File: src/design/qbmv_pkg.sv
// ----------------------------------------------------------------------------
// qbmv_pkg
// shared widths, codes and controller/datapath interface types for the block
// mean and variance unit
// ----------------------------------------------------------------------------
package qbmv_pkg;

  localparam int MANT_W     = 16;
  localparam int ACC_W      = 32;
  localparam int SQ_W       = 47;
  localparam int CNT_W      = 17;
  localparam int COUNT_W    = 16;
  localparam int MBITS_W    = 5;
  localparam int SCALE_W    = 32;
  localparam int MEAN_W     = 48;
  localparam int VAR_W      = 63;
  localparam int MAX_MBITS  = 16;
  localparam int CAP_LOG    = 16;
  localparam int SCALE_FRAC = 24;
  localparam int FRAC_OUT   = 16;
  localparam int MEAN_SHIFT = SCALE_FRAC - FRAC_OUT;
  localparam int VAR_SHIFT  = 2 * SCALE_FRAC - FRAC_OUT;
  localparam int OPND_W     = 32;
  localparam int PROD_W     = 2 * OPND_W;
  localparam int ACCUM_W    = 4 * OPND_W;
  localparam int DVS_W      = 32;
  localparam int DIV_W      = ACCUM_W - 2 - VAR_SHIFT;

  localparam int CFG_IDX_W  = 2;
  localparam int CFG_DATA_W = 32;
  localparam logic [CFG_IDX_W-1:0] CFG_SCALE = 2'd0;
  localparam logic [CFG_IDX_W-1:0] CFG_MBITS = 2'd1;

  localparam logic [SCALE_W-1:0] SCALE_RESET = 32'h0100_0000;
  localparam logic [MBITS_W-1:0] MBITS_RESET = 5'd16;

  typedef enum logic [2:0] {
    A_MAG,
    A_SCALE,
    A_N,
    A_S2LO,
    A_S2HI
  } a_sel_t;

  typedef enum logic [2:0] {
    B_SCALE,
    B_MAG,
    B_SUMSQ_LO,
    B_SUMSQ_HI,
    B_N,
    B_DLO,
    B_DHI
  } b_sel_t;

  typedef enum logic {
    DIV_MEAN,
    DIV_VAR
  } div_sel_t;

  typedef struct packed {
    logic       take_in;
    logic       mul_en;
    a_sel_t     a_sel;
    b_sel_t     b_sel;
    logic       acc_en;
    logic       acc_clr;
    logic       acc_sub;
    logic [1:0] acc_sh;
    logic       ld_s2;
    logic       ld_d;
    logic       ld_nn;
    logic       div_start;
    div_sel_t   div_sel;
    logic       ld_mean;
    logic       ld_var;
    logic       out_load;
  } cmd_t;

  typedef struct packed {
    logic flag;
    logic div_busy;
    logic out_free;
  } sts_t;

endpackage

File: src/design/qbmv_ctrl.sv
// ----------------------------------------------------------------------------
// qbmv_ctrl
// controller: element intake, multiply/accumulate step sequence, divider
// hand-off and result load
// ----------------------------------------------------------------------------
module qbmv_ctrl (
  input  logic           clk,
  input  logic           rst_n,
  input  logic           in_valid,
  input  logic           in_last,
  input  qbmv_pkg::sts_t sts,
  output logic           in_stall,
  output qbmv_pkg::cmd_t cmd
);

  typedef enum logic [4:0] {
    ST_ACCUM,
    ST_CHECK,
    ST_M0,
    ST_M1,
    ST_M2,
    ST_M3,
    ST_M4,
    ST_M5,
    ST_M6,
    ST_M7,
    ST_M8,
    ST_M9,
    ST_M10,
    ST_M11,
    ST_WMEAN,
    ST_WVAR,
    ST_OUT
  } state_t;

  state_t state_r;
  state_t state_nxt;
  logic   in_stall_r;

  always_comb begin
    cmd       = '0;
    state_nxt = state_r;
    unique case (state_r)
      ST_ACCUM: begin
        cmd.take_in = in_valid;
        if (in_valid && in_last) begin
          state_nxt = ST_CHECK;
        end
      end
      ST_CHECK: begin
        state_nxt = sts.flag ? ST_OUT : ST_M0;
      end
      // mean numerator
      ST_M0: begin
        cmd.mul_en = 1'b1;
        cmd.a_sel  = qbmv_pkg::A_MAG;
        cmd.b_sel  = qbmv_pkg::B_SCALE;
        state_nxt  = ST_M1;
      end
      ST_M1: begin
        cmd.acc_en  = 1'b1;
        cmd.acc_clr = 1'b1;
        cmd.mul_en  = 1'b1;
        cmd.a_sel   = qbmv_pkg::A_SCALE;
        cmd.b_sel   = qbmv_pkg::B_SCALE;
        state_nxt   = ST_M2;
      end
      ST_M2: begin
        cmd.ld_s2     = 1'b1;
        cmd.div_start = 1'b1;
        cmd.div_sel   = qbmv_pkg::DIV_MEAN;
        cmd.mul_en    = 1'b1;
        cmd.a_sel     = qbmv_pkg::A_N;
        cmd.b_sel     = qbmv_pkg::B_SUMSQ_LO;
        state_nxt     = ST_M3;
      end
      // n * sumsq - sum^2
      ST_M3: begin
        cmd.acc_en  = 1'b1;
        cmd.acc_clr = 1'b1;
        cmd.mul_en  = 1'b1;
        cmd.a_sel   = qbmv_pkg::A_N;
        cmd.b_sel   = qbmv_pkg::B_SUMSQ_HI;
        state_nxt   = ST_M4;
      end
      ST_M4: begin
        cmd.acc_en = 1'b1;
        cmd.acc_sh = 2'd1;
        cmd.mul_en = 1'b1;
        cmd.a_sel  = qbmv_pkg::A_MAG;
        cmd.b_sel  = qbmv_pkg::B_MAG;
        state_nxt  = ST_M5;
      end
      ST_M5: begin
        cmd.acc_en  = 1'b1;
        cmd.acc_sub = 1'b1;
        cmd.mul_en  = 1'b1;
        cmd.a_sel   = qbmv_pkg::A_N;
        cmd.b_sel   = qbmv_pkg::B_N;
        state_nxt   = ST_M6;
      end
      ST_M6: begin
        cmd.ld_d  = 1'b1;
        cmd.ld_nn = 1'b1;
        state_nxt = ST_M7;
      end
      // scale^2 * d as four partial products
      ST_M7: begin
        cmd.mul_en = 1'b1;
        cmd.a_sel  = qbmv_pkg::A_S2LO;
        cmd.b_sel  = qbmv_pkg::B_DLO;
        state_nxt  = ST_M8;
      end
      ST_M8: begin
        cmd.acc_en  = 1'b1;
        cmd.acc_clr = 1'b1;
        cmd.mul_en  = 1'b1;
        cmd.a_sel   = qbmv_pkg::A_S2LO;
        cmd.b_sel   = qbmv_pkg::B_DHI;
        state_nxt   = ST_M9;
      end
      ST_M9: begin
        cmd.acc_en = 1'b1;
        cmd.acc_sh = 2'd1;
        cmd.mul_en = 1'b1;
        cmd.a_sel  = qbmv_pkg::A_S2HI;
        cmd.b_sel  = qbmv_pkg::B_DLO;
        state_nxt  = ST_M10;
      end
      ST_M10: begin
        cmd.acc_en = 1'b1;
        cmd.acc_sh = 2'd1;
        cmd.mul_en = 1'b1;
        cmd.a_sel  = qbmv_pkg::A_S2HI;
        cmd.b_sel  = qbmv_pkg::B_DHI;
        state_nxt  = ST_M11;
      end
      ST_M11: begin
        cmd.acc_en = 1'b1;
        cmd.acc_sh = 2'd2;
        state_nxt  = ST_WMEAN;
      end
      ST_WMEAN: begin
        if (!sts.div_busy) begin
          cmd.ld_mean   = 1'b1;
          cmd.div_start = 1'b1;
          cmd.div_sel   = qbmv_pkg::DIV_VAR;
          state_nxt     = ST_WVAR;
        end
      end
      ST_WVAR: begin
        cmd.div_sel = qbmv_pkg::DIV_VAR;
        if (!sts.div_busy) begin
          cmd.ld_var = 1'b1;
          state_nxt  = ST_OUT;
        end
      end
      ST_OUT: begin
        if (sts.out_free) begin
          cmd.out_load = 1'b1;
          state_nxt    = ST_ACCUM;
        end
      end
      default: begin
        state_nxt = ST_ACCUM;
      end
    endcase
  end

  always_ff @(posedge clk) begin
    if (!rst_n) begin
      state_r    <= ST_ACCUM;
      in_stall_r <= 1'b0;
    end else begin
      state_r    <= state_nxt;
      in_stall_r <= state_nxt != ST_ACCUM;
    end
  end

  assign in_stall = in_stall_r;

endmodule
File: config.mk
export PLATFORM = sky130hd
export DESIGN_NAME = qbmv_ctrl
export DESIGN_NICKNAME = d
export VERILOG_FILES = /design/src/design/qbmv_pkg.sv /design/src/design/qbmv_ctrl.sv
export SDC_FILE = /design/constraint.sdc
export NUM_CORES = 1
export LEC_CHECK = 0
export CAP_MARGIN = 25
export CORE_MARGIN = 10
export CORE_UTILIZATION = 55
export DETAILED_ROUTE_END_ITERATION = 16
export DONT_BUFFER_PORTS = 1
export PLACE_DENSITY = 0.7
export SLEW_MARGIN = 20
export SYNTH_ARGS = -nofsm -noshare
export SYNTH_HDL_FRONTEND = slang
export SYNTH_SLANG_ARGS = --single-unit
File: constraint.sdc
create_clock -name clk -period 2.93 [get_ports clk]
set_clock_uncertainty 0.15 [all_clocks]
set_input_delay 0.293 -clock clk [delete_from_list [all_inputs] [get_ports clk]]
set_output_delay 0.293 -clock clk [all_outputs]
set_load 0.05 [all_outputs]
======== Yosys cells after proc, flatten, opt, wreduce, memory -nomap -nowiden ========
Cells that the tools add are included.
word-level totals
  register bits after elaboration ......... 6
  input bits .............................. 7
  output and inout port bits .............. 22
  word-level logic and storage cells ...... 46
operators by class
  eq/ne operators ......................... 16
  multiplexer cells ....................... 22
  reductions and logical operators ........ 6
operators with widths
  operator                                              number
  case mux 5 bit (17 select lines)                      1
  case mux 7 bit (10 select lines)                      1
  equality test 5 x 4 -> 1 bit (second input constant)  8
  two-way mux 5 bit                                     5
  equality test 5 x 3 -> 1 bit (second input constant)  4
  equality test 5 x 2 -> 1 bit (second input constant)  2
  two-way mux 1 bit                                     10
  OR reduction 8 bit                                    1
  OR reduction 3 bit                                    2
  equality test 5 x 1 -> 1 bit (second input constant)  1
  equality test 5 bit (second input constant)           1
  logical NOT 5 bit                                     1
  nonzero test 5 bit                                    1
  case mux 1 bit (2 select lines)                       2
  case mux 2 bit (2 select lines)                       1
  two-way mux 3 bit                                     1
  two-way mux 2 bit                                     1
  logical AND 1 bit                                     1

======== Longest topological paths before layout ========
  depth in word-level cells ............... 4
  mapped depth ............................ 5
  depth with buffers taken out ............ 4

======== Worst setup path before layout ========
Ideal clock, no wire load.
  kind .................................... reg2out
  start point ............................. register state_r[0]
  end point ............................... output cmd[6] (netlist bit)
  data arrival time ....................... 2.724 ns
  required time ........................... 2.487 ns
  path slack .............................. -0.237 ns
  cell stages (with the launch flop) ...... 5
  buffers on the path ..................... 3
  path through ............................ dfxtp_1 > buf_2 > buf_2 > nor4_1 > buf_4
RTL lines
  item                    line              source
  start, declared         qbmv_ctrl.sv:36   state_t state_r;
  start signal, assigned  qbmv_ctrl.sv:175  state_r <= state_nxt;
  end, declared           qbmv_ctrl.sv:13   output qbmv_pkg::cmd_t cmd

==> flow_summary_export.csv <==
group,metric,value,unit
clocking,htreeDepth,1,
sta,setup_viol,0,
clocking,cts.sinks,6,
global_routing,antenna_found_initial,0,
sta,period_share,83.5,%
logic_synthesis,synth_top_family_by_area,"simple AND/OR/NAND/NOR gates",
logic_synthesis,synth_seq_cells,6,
clocking,clkTransAtPathRegs,50,ps
floorplanning,die_h,56.4,um
logic_synthesis,synth_xor_area_share,2.41,%
clocking,cts_root_buffer,"clkbuf_4",
sta,fmax,409,MHz
sta,rsz0062_at_grt,"false",
logic_synthesis,synth_top_area_cell,"dfxtp_1",
place,numPortBuffers,0,
place,gp_congestion,0.764,
logic_synthesis,yosys-top-cells-area,"dfxtp_1, nor2_1, a21oi_1",
sta,tightestPinTransition,752,ps
place,place.detailed.hpwl,1580,um
worst_setup_path,crit_type,"reg -> out",
status,status,"finished, final reports clean",
logic_synthesis,synth.most_common_cell,"nor2_1",
global_routing,overflow,0,
sta,finalCriticalPeriod,2450,ps
worst_setup_path,critPathMaxFanout,14,
route,vias,823,
run,max_cap_violations,0,
logic_synthesis,syn-cell-area,728,um^2
logic_synthesis,synthMuxAreaShare,1.37,%
cells_and_area,finalInstanceArea,937,um^2
global_routing,grt_max_degree,19,
clocking,cts_tree,"yes",
clocking,post_cts_buffers,0,
logic_synthesis,synth-edff-count,0,
worst_setup_path,start_kind,"flip-flop",
logic_synthesis,synth_common_cells,"nor2_1, a21oi_1, nand2_1, o21ai_0",
hold_path,hold_class,"in -> reg",
worst_setup_path,cp.arrival,2000,ps
clocking,ctsResizeCount,0,
logic_synthesis,synth-warning-count,0,
logic_synthesis,syn_nets,116,
floorplanning,die_x,56.4,um
logic_synthesis,synth_adder_area_share,0,%
logic_synthesis,synthSimpleGateAreaFrac,41.8,%
worst_setup_path,endpoint_kind,"output port",
power,p_leak,0.000401,uW
cells_and_area,layout-drive-gt1-share,31.2,%
logic_synthesis,async_flop_share,0,%
cells_and_area,fill_cells,105,
logic_synthesis,synth_cells,109,
logic_synthesis,synth_flop_cell,"dfxtp_1",
route,drc_errors,0,
route,drtIter0Drc,21,
sta,tns,0,ps
clocking,cts.path.max_buffers,2,
route,postRouteAntennaNets,0,
global_routing,grt_pass1_vias,731,
sta,slew_headroom,49.8,%
cells_and_area,fin_nets,134,
floorplanning,rows,13,
route,dr.pass1.iters,6,
logic_synthesis,avgSynthCellArea,6.68,um^2
logic_synthesis,ys_types,35,
worst_setup_path,required,2490,ps
cells_and_area,layout.cells.non_filler,140,
clocking,cts_hold_buf,0,
floorplanning,io_pins,29,
route,via_per_inst,5.88,
floorplanning,core_area,1270,um^2
clocking,cts_buffers,3,
sta,hold_viol_final,0,
logic_synthesis,synth_largest_type_area_fraction,16.5,%
power,p_per_area,328,nW/um^2
global_routing,grt_pass1_wl,3350,um
clocking,clk_latency,240,ps
route,wire_per_inst,14.3,um
cells_and_area,n_antenna_cell,0,
sta,setup_ws,483,ps
route,wl,2000,um
place,dp_slack,750,ps
cells_and_area,syn2layout_area_growth,28.7,%
logic_synthesis,ys_seq_area_share,16.5,%
place,place_inst,137,
floorplanning,dieArea,3180,um^2
global_routing,grt_usage,12.2,%
sta,drv_slew,0,
place,place_area,915,um^2
logic_synthesis,synth_compound_area_share,26.6,%
power,ir_worst_vdd,336,uV
floorplanning,initial_core_util,57.4,%
[logic make-up after synthesis]
kind of cell | count (synthesis)
AND/OR/NAND/NOR | 55
AO/OA/AOI/OAI | 29
buffers and inverters | 16
flip-flops | 6
XOR/XNOR | 2
multiplexers | 1
[per-stage QoR]
| stage | hold slack, ps | total power (uW) | util [%] |
|---|---|---|---|
| final | 68.3 | 307 | 73.9 |
| after global routing | 91.6 | 325 | 73.9 |
| after CTS | 59.9 | 314 | 73.9 |
| after detailed placement | 322 | 233 | 72.1 |
| after global placement | 323 | 230 | 72.1 |
| after floorplan | 306 | 202 | - |
[placed cells by master, fill, tap and decap left out, types with 3 or more instances in the layout]
| cell type | synthesis | final |
|---|---|---|
| buf_4 | 3 | 23 |
| nor2_1 | 16 | 16 |
| nand2_1 | 8 | 8 |
| a21oi_1 | 8 | 8 |
| o21ai_0 | 8 | 8 |
| nand2b_1 | 6 | 6 |
| inv_1 | 6 | 6 |
| dfxtp_1 | 6 | 6 |
| a211oi_1 | 4 | 4 |
| nor3_1 | 5 | 3 |
| nor4_2 | 0 | 3 |
| nand3_1 | 3 | 3 |
| clkbuf_4 | 0 | 3 |
[state kept, by name (all words and copies together) (netlist names)]
name,flops
in_stall,1
state_r,5
[power breakdown]
part / leakage (uW) / internal (uW) / switching [uW]
sequential: 0.0000489 / 88.6 / 21.3
clock: 0.0000138 / 46.4 / 30.4
combinational: 0.000339 / 44.9 / 75.8
[layout make-up]
type                    count  area, um^2  share of cell area, %
multi-input cells          87         581                   61.9
repair buffers             23         173                   18.4
flip-flops and latches      6         120                   12.8
clock buffers               3        22.5                   2.40
inverters                   6        22.5                   2.40
well taps                  15        18.8                   2.00
[worst max-delay path, cell delays in order (launching register included)]
cell and delay (ps):
dfxtp_1 560, nand2_1 260, or4_1 580, inv_1 360
[path summary, 6_finish.rpt]
kind                              start  slack [ps]               endpoint  cells after the start
hold reg to reg   state_r[1]$_SDFF_PN0_         520  state_r[1]$_SDFF_PN0_                      2
setup reg to reg  state_r[4]$_SDFF_PN0_         980    in_stall$_SDFF_PN0_                      4
setup / recovery  state_r[3]$_SDFF_PN0_         480                 cmd[2]                      3
hold / removal                    rst_n          70    in_stall$_SDFF_PN0_                      2
[per-layer routing]
metal / GRT usage, % / vias up / share of wire (%)
li1: - / 422 / -
met2: 21.2 / 21 / 52
met3: 3.60 / 2 / 7.3
met5: 0 / - / 0
met4: 5.15 / 0 / 0.70
met1: 13.3 / 378 / 40
No activity file was read; power rests on OpenSTA's default activity.
